File: src/rtl/mfh_pkg.sv
// Package for the mutex FIFO hand-off unit.
// Holds field widths, operation, status and lock-type codes, and the cell command types.
// No dependencies.
package mfh_pkg;

    localparam int unsigned DEF_MAX_WAITERS = 16;
    localparam int unsigned DEF_NEST_BITS   = 8;

    localparam int unsigned TID_W  = 8;
    localparam int unsigned OP_W   = 3;
    localparam int unsigned ST_W   = 3;
    localparam int unsigned TYPE_W = 2;

    typedef logic [TID_W-1:0] t_tid;

    localparam logic [OP_W-1:0] OP_LOCK     = 3'd0;
    localparam logic [OP_W-1:0] OP_TRYLOCK  = 3'd1;
    localparam logic [OP_W-1:0] OP_UNLOCK   = 3'd2;
    localparam logic [OP_W-1:0] OP_TIMED    = 3'd3;
    localparam logic [OP_W-1:0] OP_WITHDRAW = 3'd4;

    localparam logic [ST_W-1:0] ST_OK          = 3'd0;
    localparam logic [ST_W-1:0] ST_BUSY        = 3'd1;
    localparam logic [ST_W-1:0] ST_DEADLOCK    = 3'd2;
    localparam logic [ST_W-1:0] ST_NOT_OWNER   = 3'd3;
    localparam logic [ST_W-1:0] ST_TIMED_OUT   = 3'd4;
    localparam logic [ST_W-1:0] ST_UNSUPPORTED = 3'd5;
    localparam logic [ST_W-1:0] ST_QUEUED      = 3'd6;
    localparam logic [ST_W-1:0] ST_LIMIT       = 3'd7;

    localparam logic [TYPE_W-1:0] TYPE_NORMAL    = 2'd0;
    localparam logic [TYPE_W-1:0] TYPE_ERRCHK    = 2'd1;
    localparam logic [TYPE_W-1:0] TYPE_RECURSIVE = 2'd2;

    typedef enum logic [2:0] {
        CELL_IDLE,
        CELL_MATCH,
        CELL_PUSH,
        CELL_POP,
        CELL_REMOVE
    } t_cell_cmd;

    typedef struct packed {
        t_cell_cmd cmd;
        t_tid      key;
    } t_cell_ctrl;

endpackage

File: src/rtl/mfh_ifs.sv
// Channel interfaces for the mutex FIFO hand-off unit: request, response and configuration.
// Depends on mfh_pkg.
interface mfh_req_if;
    import mfh_pkg::*;
    logic            valid;
    logic            ready;
    logic [OP_W-1:0] opcode;
    t_tid            thread_id;
    logic            deadline_passed;
    modport source (output valid, opcode, thread_id, deadline_passed, input ready);
    modport sink   (input valid, opcode, thread_id, deadline_passed, output ready);
endinterface

interface mfh_rsp_if;
    import mfh_pkg::*;
    logic            valid;
    logic            ready;
    logic [ST_W-1:0] status;
    t_tid            reply_thread;
    logic            grant_valid;
    t_tid            grant_thread;
    modport source (output valid, status, reply_thread, grant_valid, grant_thread, input ready);
    modport sink   (input valid, status, reply_thread, grant_valid, grant_thread, output ready);
endinterface

interface mfh_cfg_if;
    import mfh_pkg::*;
    logic              valid;
    logic              ready;
    logic [TYPE_W-1:0] lock_type;
    modport source (output valid, lock_type, input ready);
    modport sink   (input valid, lock_type, output ready);
endinterface

File: src/rtl/mfh_cell.sv
// One waiter slot of the queue chain: holds a thread number and its match flag.
// Depends on mfh_pkg.
module mfh_cell (
    input  logic               i_clk,
    input  mfh_pkg::t_cell_ctrl i_ctrl,
    input  logic               i_occupied,
    input  logic               i_at_tail,
    input  logic               i_hit_upto,
    input  mfh_pkg::t_tid      i_next_entry,
    output mfh_pkg::t_tid      o_entry,
    output logic               o_match
);
    import mfh_pkg::*;

    t_tid r_entry;
    t_tid n_entry;
    logic r_match;
    logic n_match;

    always_comb begin
        n_entry = r_entry;
        n_match = r_match;
        case (i_ctrl.cmd)
            CELL_MATCH: begin
                n_match = i_occupied && (r_entry == i_ctrl.key);
            end
            CELL_PUSH: begin
                if (i_at_tail) begin
                    n_entry = i_ctrl.key;
                end
            end
            CELL_POP: begin
                n_entry = i_next_entry;
            end
            CELL_REMOVE: begin
                // Every slot at or behind the withdrawn one takes its neighbor's entry.
                if (i_hit_upto) begin
                    n_entry = i_next_entry;
                end
            end
            default: begin
                n_entry = r_entry;
            end
        endcase
    end

    always_ff @(posedge i_clk) begin
        r_entry <= n_entry;
        r_match <= n_match;
    end

    assign o_entry = r_entry;
    assign o_match = r_match;

endmodule

File: src/rtl/mutex_fifo_handoff_unit.sv
// Top level of the mutex FIFO hand-off unit: control sequencer and the chain of waiter cells.
// Depends on mfh_pkg, the channel interfaces in mfh_ifs.sv and mfh_cell.
//
// The unit guards one lock on behalf of many threads. Each request transaction on i_req
// carries an opcode (lock, trylock, unlock, timed lock, timeout withdraw), the thread number
// and, for timed lock, a flag saying the deadline has already passed. Every request yields
// exactly one response transaction on o_rsp with a status, the thread it answers, and a grant
// flag plus thread when an unlock hands the lock to the oldest waiter.
// The lock type (normal, error-checking, recursive) is written through i_cfg, which is always
// ready; it should only be changed while no request is in flight.
// Timing: a request is taken in the idle state, the waiter cells compare against it in the
// next cycle, and the decision is then made and the response registered in S_EXEC. The
// response becomes valid at the same edge at which the unit goes back to idle and is ready
// again, so a new request is taken only after the previous one has been decided. The compare
// pass over the cell row runs in S_MATCH and the prefix search for a withdrawn waiter in S_EXEC.
// If the receiver stalls, a finished response stays in the output register; the next request
// may still be taken and run up to its decision, where it waits until the register frees up.
// Reset (synchronous, active low) frees the lock, empties the queue and selects normal type.
module mutex_fifo_handoff_unit #(
    parameter int unsigned MAX_WAITERS = mfh_pkg::DEF_MAX_WAITERS,
    parameter int unsigned NEST_BITS   = mfh_pkg::DEF_NEST_BITS
) (
    input  logic          i_clk,
    input  logic          i_rst_n,
    mfh_req_if.sink       i_req,
    mfh_rsp_if.source     o_rsp,
    mfh_cfg_if.sink       i_cfg
);
    import mfh_pkg::*;

    localparam int unsigned CNT_W = $clog2(MAX_WAITERS + 1);
    localparam int unsigned LVLS  = $clog2(MAX_WAITERS);

    typedef enum logic [1:0] {
        S_IDLE,
        S_MATCH,
        S_EXEC
    } t_state;

    t_state            r_state, n_state;
    logic [TYPE_W-1:0] r_lock_type;
    logic              r_owner_valid, n_owner_valid;
    t_tid              r_owner, n_owner;
    logic [NEST_BITS-1:0] r_nest, n_nest;
    logic [CNT_W-1:0]  r_count, n_count;

    // Latched request.
    logic [OP_W-1:0]   r_op, n_op;
    t_tid              r_tid, n_tid;
    logic              r_passed, n_passed;

    // Output register.
    logic              r_out_valid, n_out_valid;
    logic [ST_W-1:0]   r_status, n_status;
    t_tid              r_reply, n_reply;
    logic              r_gvalid, n_gvalid;
    t_tid              r_gthread, n_gthread;

    // Cell chain wiring.
    t_cell_cmd         w_cmd;
    t_cell_ctrl        w_ctrl;
    t_tid              w_entry [MAX_WAITERS];
    t_tid              w_next  [MAX_WAITERS];
    logic [MAX_WAITERS-1:0] w_match;
    logic [MAX_WAITERS-1:0] w_occupied;
    logic [MAX_WAITERS-1:0] w_at_tail;
    logic [MAX_WAITERS-1:0] w_hit;

    logic w_free;
    logic w_same;
    logic w_full;
    logic w_found;
    logic w_nest_max;

    assign w_ctrl = '{cmd: w_cmd, key: r_tid};

    for (genvar g = 0; g < MAX_WAITERS; g++) begin : g_cell
        assign w_occupied[g] = (CNT_W'(g) < r_count);
        assign w_at_tail[g]  = (CNT_W'(g) == r_count);
        if (g == MAX_WAITERS - 1) begin : g_last
            assign w_next[g] = w_entry[g];
        end else begin : g_mid
            assign w_next[g] = w_entry[g + 1];
        end
        mfh_cell u_cell (
            .i_clk        (i_clk),
            .i_ctrl       (w_ctrl),
            .i_occupied   (w_occupied[g]),
            .i_at_tail    (w_at_tail[g]),
            .i_hit_upto   (w_hit[g]),
            .i_next_entry (w_next[g]),
            .o_entry      (w_entry[g]),
            .o_match      (w_match[g])
        );
    end

    // Prefix OR of the registered match flags, in logarithmic levels: w_hit[i] is set when
    // the oldest matching waiter sits at slot i or before it.
    always_comb begin
        logic [MAX_WAITERS-1:0] acc;
        logic [MAX_WAITERS-1:0] prev;
        acc = w_match;
        for (int s = 0; s < LVLS; s++) begin
            prev = acc;
            for (int i = 0; i < MAX_WAITERS; i++) begin
                if (i >= (1 << s)) begin
                    acc[i] = prev[i] | prev[i - (1 << s)];
                end
            end
        end
        w_hit = acc;
    end

    assign w_free     = !r_owner_valid;
    assign w_same     = (r_owner == r_tid);
    assign w_full     = (r_count == CNT_W'(MAX_WAITERS));
    assign w_found    = w_hit[MAX_WAITERS-1];
    assign w_nest_max = (r_nest == {NEST_BITS{1'b1}});

    always_comb begin
        n_state       = r_state;
        n_owner_valid = r_owner_valid;
        n_owner       = r_owner;
        n_nest        = r_nest;
        n_count       = r_count;
        n_op          = r_op;
        n_tid         = r_tid;
        n_passed      = r_passed;
        n_out_valid   = r_out_valid && !o_rsp.ready;
        n_status      = r_status;
        n_reply       = r_reply;
        n_gvalid      = r_gvalid;
        n_gthread     = r_gthread;
        w_cmd         = CELL_IDLE;

        case (r_state)
            S_IDLE: begin
                if (i_req.valid) begin
                    n_op     = i_req.opcode;
                    n_tid    = i_req.thread_id;
                    n_passed = i_req.deadline_passed;
                    n_state  = S_MATCH;
                end
            end
            S_MATCH: begin
                w_cmd   = CELL_MATCH;
                n_state = S_EXEC;
            end
            S_EXEC: begin
                // The decision commits only once the output register can take the response.
                if (!r_out_valid || o_rsp.ready) begin
                    n_state     = S_IDLE;
                    n_out_valid = 1'b1;
                    n_reply     = r_tid;
                    n_gvalid    = 1'b0;
                    n_gthread   = '0;
                    n_status    = ST_UNSUPPORTED;
                    case (r_op)
                        OP_LOCK, OP_TRYLOCK, OP_TIMED: begin
                            if (r_op == OP_TIMED &&
                                (r_lock_type == TYPE_ERRCHK || r_lock_type == TYPE_RECURSIVE)) begin
                                n_status = ST_UNSUPPORTED;
                            end else if (w_free) begin
                                // A free lock is taken at once, even by an expired timed lock.
                                n_owner_valid = 1'b1;
                                n_owner       = r_tid;
                                n_nest        = '0;
                                n_status      = ST_OK;
                            end else if (w_same && r_lock_type == TYPE_ERRCHK) begin
                                n_status = ST_DEADLOCK;
                            end else if (w_same && r_lock_type == TYPE_RECURSIVE) begin
                                if (w_nest_max) begin
                                    n_status = ST_LIMIT;
                                end else begin
                                    n_nest   = r_nest + 1'b1;
                                    n_status = ST_OK;
                                end
                            end else if (r_op == OP_TRYLOCK) begin
                                n_status = ST_BUSY;
                            end else if (r_op == OP_TIMED && r_passed) begin
                                n_status = ST_TIMED_OUT;
                            end else if (w_full) begin
                                n_status = ST_LIMIT;
                            end else begin
                                // Contended blocking request joins the tail of the queue.
                                w_cmd    = CELL_PUSH;
                                n_count  = r_count + 1'b1;
                                n_status = ST_QUEUED;
                            end
                        end
                        OP_UNLOCK: begin
                            if (w_free || !w_same) begin
                                n_status = ST_NOT_OWNER;
                            end else if (r_lock_type == TYPE_RECURSIVE && r_nest != '0) begin
                                n_nest   = r_nest - 1'b1;
                                n_status = ST_OK;
                            end else begin
                                n_nest   = '0;
                                n_status = ST_OK;
                                if (r_count != '0) begin
                                    // Hand the lock to the oldest waiter and advance the chain.
                                    w_cmd     = CELL_POP;
                                    n_owner   = w_entry[0];
                                    n_count   = r_count - 1'b1;
                                    n_gvalid  = 1'b1;
                                    n_gthread = w_entry[0];
                                end else begin
                                    n_owner_valid = 1'b0;
                                    n_owner       = '0;
                                end
                            end
                        end
                        OP_WITHDRAW: begin
                            if (w_found) begin
                                w_cmd    = CELL_REMOVE;
                                n_count  = r_count - 1'b1;
                                n_status = ST_TIMED_OUT;
                            end else if (r_owner_valid && w_same) begin
                                // Its grant arrived before the withdrawal.
                                n_status = ST_OK;
                            end else begin
                                n_status = ST_TIMED_OUT;
                            end
                        end
                        default: begin
                            n_status = ST_UNSUPPORTED;
                        end
                    endcase
                end
            end
            default: begin
                n_state = S_IDLE;
            end
        endcase
    end

    always_ff @(posedge i_clk) begin
        if (!i_rst_n) begin
            r_state       <= S_IDLE;
            r_lock_type   <= TYPE_NORMAL;
            r_owner_valid <= 1'b0;
            r_owner       <= '0;
            r_nest        <= '0;
            r_count       <= '0;
            r_out_valid   <= 1'b0;
        end else begin
            r_state       <= n_state;
            r_owner_valid <= n_owner_valid;
            r_owner       <= n_owner;
            r_nest        <= n_nest;
            r_count       <= n_count;
            r_out_valid   <= n_out_valid;
            r_op          <= n_op;
            r_tid         <= n_tid;
            r_passed      <= n_passed;
            r_status      <= n_status;
            r_reply       <= n_reply;
            r_gvalid      <= n_gvalid;
            r_gthread     <= n_gthread;
            if (i_cfg.valid) begin
                r_lock_type <= i_cfg.lock_type;
            end
        end
    end

    assign i_req.ready        = (r_state == S_IDLE);
    assign i_cfg.ready        = 1'b1;
    assign o_rsp.valid        = r_out_valid;
    assign o_rsp.status       = r_status;
    assign o_rsp.reply_thread = r_reply;
    assign o_rsp.grant_valid  = r_gvalid;
    assign o_rsp.grant_thread = r_gthread;

endmodule
File: src/flat_wrapper.sv
// flat-port wrapper written by rule: the top's interface ports become plain ports
module mutex_fifo_handoff_unit_flat import mfh_pkg::*;
#(
    parameter int unsigned MAX_WAITERS = mfh_pkg::DEF_MAX_WAITERS,
    parameter int unsigned NEST_BITS   = mfh_pkg::DEF_NEST_BITS
)
  (i_clk, i_rst_n, i_req_valid, i_req_opcode, i_req_thread_id, i_req_deadline_passed, i_req_ready, o_rsp_valid, o_rsp_status, o_rsp_reply_thread, o_rsp_grant_valid, o_rsp_grant_thread, o_rsp_ready, i_cfg_valid, i_cfg_lock_type, i_cfg_ready);
  mfh_req_if i_req_i ();
  mfh_rsp_if o_rsp_i ();
  mfh_cfg_if i_cfg_i ();
  input  logic i_clk;
  input  logic i_rst_n;
  input wire logic [$bits(i_req_i.valid)-1:0] i_req_valid;
  input wire logic [$bits(i_req_i.opcode)-1:0] i_req_opcode;
  input wire logic [$bits(i_req_i.thread_id)-1:0] i_req_thread_id;
  input wire logic [$bits(i_req_i.deadline_passed)-1:0] i_req_deadline_passed;
  output wire logic [$bits(i_req_i.ready)-1:0] i_req_ready;
  output wire logic [$bits(o_rsp_i.valid)-1:0] o_rsp_valid;
  output wire logic [$bits(o_rsp_i.status)-1:0] o_rsp_status;
  output wire logic [$bits(o_rsp_i.reply_thread)-1:0] o_rsp_reply_thread;
  output wire logic [$bits(o_rsp_i.grant_valid)-1:0] o_rsp_grant_valid;
  output wire logic [$bits(o_rsp_i.grant_thread)-1:0] o_rsp_grant_thread;
  input wire logic [$bits(o_rsp_i.ready)-1:0] o_rsp_ready;
  input wire logic [$bits(i_cfg_i.valid)-1:0] i_cfg_valid;
  input wire logic [$bits(i_cfg_i.lock_type)-1:0] i_cfg_lock_type;
  output wire logic [$bits(i_cfg_i.ready)-1:0] i_cfg_ready;
  assign i_req_i.valid = i_req_valid;
  assign i_req_i.opcode = i_req_opcode;
  assign i_req_i.thread_id = i_req_thread_id;
  assign i_req_i.deadline_passed = i_req_deadline_passed;
  assign i_req_ready = i_req_i.ready;
  assign o_rsp_valid = o_rsp_i.valid;
  assign o_rsp_status = o_rsp_i.status;
  assign o_rsp_reply_thread = o_rsp_i.reply_thread;
  assign o_rsp_grant_valid = o_rsp_i.grant_valid;
  assign o_rsp_grant_thread = o_rsp_i.grant_thread;
  assign o_rsp_i.ready = o_rsp_ready;
  assign i_cfg_i.valid = i_cfg_valid;
  assign i_cfg_i.lock_type = i_cfg_lock_type;
  assign i_cfg_ready = i_cfg_i.ready;
  mutex_fifo_handoff_unit #(.MAX_WAITERS(MAX_WAITERS), .NEST_BITS(NEST_BITS)) u_core (.i_clk(i_clk), .i_rst_n(i_rst_n), .i_req(i_req_i), .o_rsp(o_rsp_i), .i_cfg(i_cfg_i));
endmodule
File: config.mk
export PLATFORM = sky130hd
export DESIGN_NAME = mutex_fifo_handoff_unit_flat
export DESIGN_NICKNAME = d
export VERILOG_FILES = /design/src/rtl/mfh_pkg.sv /design/src/rtl/mfh_ifs.sv /design/src/rtl/mfh_cell.sv /design/src/rtl/mutex_fifo_handoff_unit.sv /design/src/flat_wrapper.sv
export SDC_FILE = /design/constraint.sdc
export NUM_CORES = 1
export LEC_CHECK = 0
export BUFFER_PORTS_ARGS = -buffer_cell sky130_fd_sc_hd__buf_2
export CORE_ASPECT_RATIO = 1.1
export CORE_MARGIN = 3
export CORE_UTILIZATION = 50
export DETAILED_ROUTE_END_ITERATION = 10
export PLACE_DENSITY = 0.66
export SLEW_MARGIN = 20
export SYNTH_ARGS = -nofsm -noshare
export SYNTH_HDL_FRONTEND = slang
export SYNTH_HIERARCHICAL = 1
export SYNTH_SLANG_ARGS = --single-unit
File: constraint.sdc
create_clock -name i_clk -period 9.85 [get_ports i_clk]
set_clock_uncertainty 0.05 [all_clocks]
set_input_delay 0.985 -clock i_clk [delete_from_list [all_inputs] [get_ports i_clk]]
set_output_delay 0.985 -clock i_clk [all_outputs]
set_load 0.02 [all_outputs]
==> out/summary.txt <==
Status -> complete, no violations
Via count -> 7688
I/O Pins -> 42
H-tree level count -> 1
Routed Antenna Nets -> 0
Post-CTS Setup Bufs -> 0
Cell-internal power -> 1.68 mW
FF+latch area -> 0.00583 mm2
Grt ovf -> 0
Total track usage -> 18.9%
Port-buffer cells -> 40
Hold Buf Count CTS -> 0
WL final -> 25100 um
DP HPWL -> 16500 um
Worst rel slew slack -> 28.6%
Arrival time at the worst endpoint -> 5.07 ns
CP startpoint kind -> flop
Hold Vio Cnt, Final -> 0
Synth area leaders -> edfxtp_1 43%, mux2_4 16%, xnor2_1 9.3%
HP Class -> flop to flop
Unrepaired setup endpoints after global routing -> false
Final min period -> 4.98 ns
Number of synthesized flops with an enable pin -> 176
Area of the multi-input gates -> 0.00609 mm2
Worst-Margin Slew -> 1.06 ns
Initial drt markers -> 519
Root Driver -> clkbuf_16
Clk sinks -> 203
Vias per cell -> 5.72
Seq cells post-synth -> 203
Worst setup EP type -> flop
Sequential power share -> 44.8%
P_leak -> 4.85 nW
Fin area -> 0.0136 mm2
WHS -> 0.473 ns
Initial core utilization -> 51.3%
Psw -> 0.442 mW
Initial antenna violation count -> 0
Unique masters post-synth -> 73
Routed length per instance -> 18.7 um
Clock power share -> 48.5%
Fillers -> 2008
Max_cap viols -> 0
Fin crit share -> 50.6%
Synthesized area per cell -> 12.4 um2
Cell taking the most area after synthesis -> edfxtp_1
Area grow syn2layout -> 10.6%
Fraction of layout cells with a size suffix above 1 -> 24.5%
Placer Congestion -> 0.823
Die ar. -> 0.0265 mm2
Ant diodes -> 0
Post-CTS sizing -> 0
Synth warnings -> 6
DR pass1 iterations -> 5
Fmax -> 201 MHz
DIE HEIGHT -> 170 um
CTS buffer count -> 24
Worst vdd ir -> 126 uV
Vias in the first global route -> 7550
Synthesized instance count -> 986
Final setup fails -> 0
Post-synthesis sequential area ratio -> 47.5%
WP data required -> 9.94 ns
Later-pin clock latency in the skew report -> 0.52 ns
Nets -> 1055
Combinational share of power -> 6.8%
First-pass GRT wire length -> 40900 um
Area share of the largest cell type after synthesis -> 43.1%
Pwr/cell area -> 157 mW/mm2
Placed Area -> 0.0127 mm2
Final WS setup -> 4.87 ns
Core ar. -> 0.0239 mm2
Sw frac -> 20.8%
Num rows -> 59
Post-Route Utilization -> 56.8%
Clock Path Buffers -> 3
Ys async rst share -> 0%
Post-Syn Area -> 0.0123 mm2
WS Path Type -> flop to flop
Die W -> 155 um
Setup_tns -> 0 ns
Max FO, Critical Path -> 64
Mapped Nets -> 1019
Place WS -> 4.77 ns
Residual DRC count -> 0
Post-synth top flop -> edfxtp_1
CTS clk-pin slew, worst paths -> 0.06 ns
Largest net degree at the start of global routing -> 81
Final max-slew violation count -> 0
CTS tree -> built
cells by family (layout without fill, tap and decap cells):
logic type      Yosys count  in the layout  share of synthesized area (%)
xor+xnor                140            140                           9.99
simple gates            304            304                           13.9
buf+inv                  59            113                           3.06
compound gates          132            132                           8.02
fa+ha+maj                14             14                           1.43
flops                   203            203                           47.5
other cells               1              1                         0.0306
mux                     133            133                           16.1
routing by layer:
layer,wire [um],GRT usage (%)
met5,0,0
met4,447,4.95
met3,1060,2.24
met2,12000,31.1
met1,11600,26.7
worst max-delay path, stage by stage (launching register included):
cell and delay (ns):
edfxtp_1 0.32, buf_4 0.44, xor2_1 0.16, nor4_1 0.65, nand2_1 0.26, a2111oi_2 0.84, a21oi_1 0.23, nor2b_4 0.16
buf_4 0.43, o21ai_0 0.18, o21ai_0 0.84
cells in the final DEF, fill, tap and decap left out, types with 5 or more instances in the layout:
master,n
nand2_1,46
and3b_1,17
edfxtp_1,176
and2_1,14
clkinv_2,5
o21ai_1,10
mux2_4,128
a221oi_2,8
o21ai_0,36
nor4_1,5
bufinv_16,8
xor2_1,10
inv_1,17
buf_4,11
nand2b_1,7
a21o_1,18
and3_1,5
or3_1,11
dfxtp_1,27
clkbuf_16,25
ha_1,14
nor2b_1,15
a21oi_1,18
xnor2_1,130
nor3b_1,18
nand4_1,17
buf_2,40
a211oi_1,5
nor3_1,28
nor2_1,56
nand3_1,39
worst paths after layout:
path,startpoint,to,slack [ns],depth (start not counted)
setup reg to reg,u_core/r_tid[5],u_core/g_cell[9].u_cell/o_entry[4],4.87,10
setup / recovery,u_core/r_tid[5],u_core/g_cell[9].u_cell/o_entry[4],4.87,10
hold / removal,u_core/r_owner[2],u_core/r_owner[2],0.47,2
hold reg to reg,u_core/r_owner[2],u_core/r_owner[2],0.47,2
synth_stat cells, types with 3 or more instances:
cell and number:
nor2b_1 16, or2_2 3, inv_1 17, nand2b_1 7, a211oi_1 5, mux2_4 128, ha_1 14, mux2i_1 4
nand3_1 39, a22oi_1 3, or3_1 11, and3_1 5, nand4_1 17, nor4_1 5, dfxtp_1 27, o311a_1 3
and2_1 14, o21bai_1 4, nor2_1 56, o211ai_1 3, buf_6 19, edfxtp_1 176, xor2_1 10, and3b_1 17
o21ai_0 45, nor3b_1 18, nand2_1 46, buf_2 6, a21o_1 18, a21oi_1 18, or4_1 3, xnor2_1 130
a221oi_2 8, clkbuf_1 15, nor3_1 30
area by class of cell:
| class | count | area share [%] |
|---|---|---|
| Clock buffer | 25 | 4.61 |
| Tap cell | 305 | 2.81 |
| Timing Repair Buffer | 51 | 2.08 |
| Sequential cell | 203 | 42.9 |
| Multi-Input combinational cell | 724 | 44.9 |
| Inverter | 18 | 0.498 |
| Clock inverter | 19 | 2.21 |
power by group through the flow:
stage          logic [mW]  clock network [mW]  registers [mW]
2_1_floorplan       0.100                   0           0.982
3_5_place_dp        0.144                   0           0.970
4_1_cts             0.145                1.05           0.951
5_1_grt             0.157                1.09           0.952
6_report            0.144                1.03           0.952
3_3_place_gp        0.142                   0           0.970
metrics by stage:
step	std cells	power [mW]
floorplan	986	1.08
global placement	1301	1.11
detailed placement	1301	1.11
CTS	1345	2.15
global route	1345	2.20
finish	1345	2.13
registers in the layout (all words and copies together), names as in the netlist, 2 cells and up:
name and flops:
u_core/r_count 5, u_core/r_state 2, u_core/r_lock_type 2, u_core/r_tid 8, u_core/g_cell.u_cell/o_entry 128, u_core/o_rsp.reply_thread 8
u_core/r_op 3, u_core/r_owner 8, u_core/g_cell.u_cell/o_match 16, u_core/o_rsp.status 3, u_core/r_nest 8, u_core/o_rsp.grant_thread 8
(Power assumes the default switching activity.)
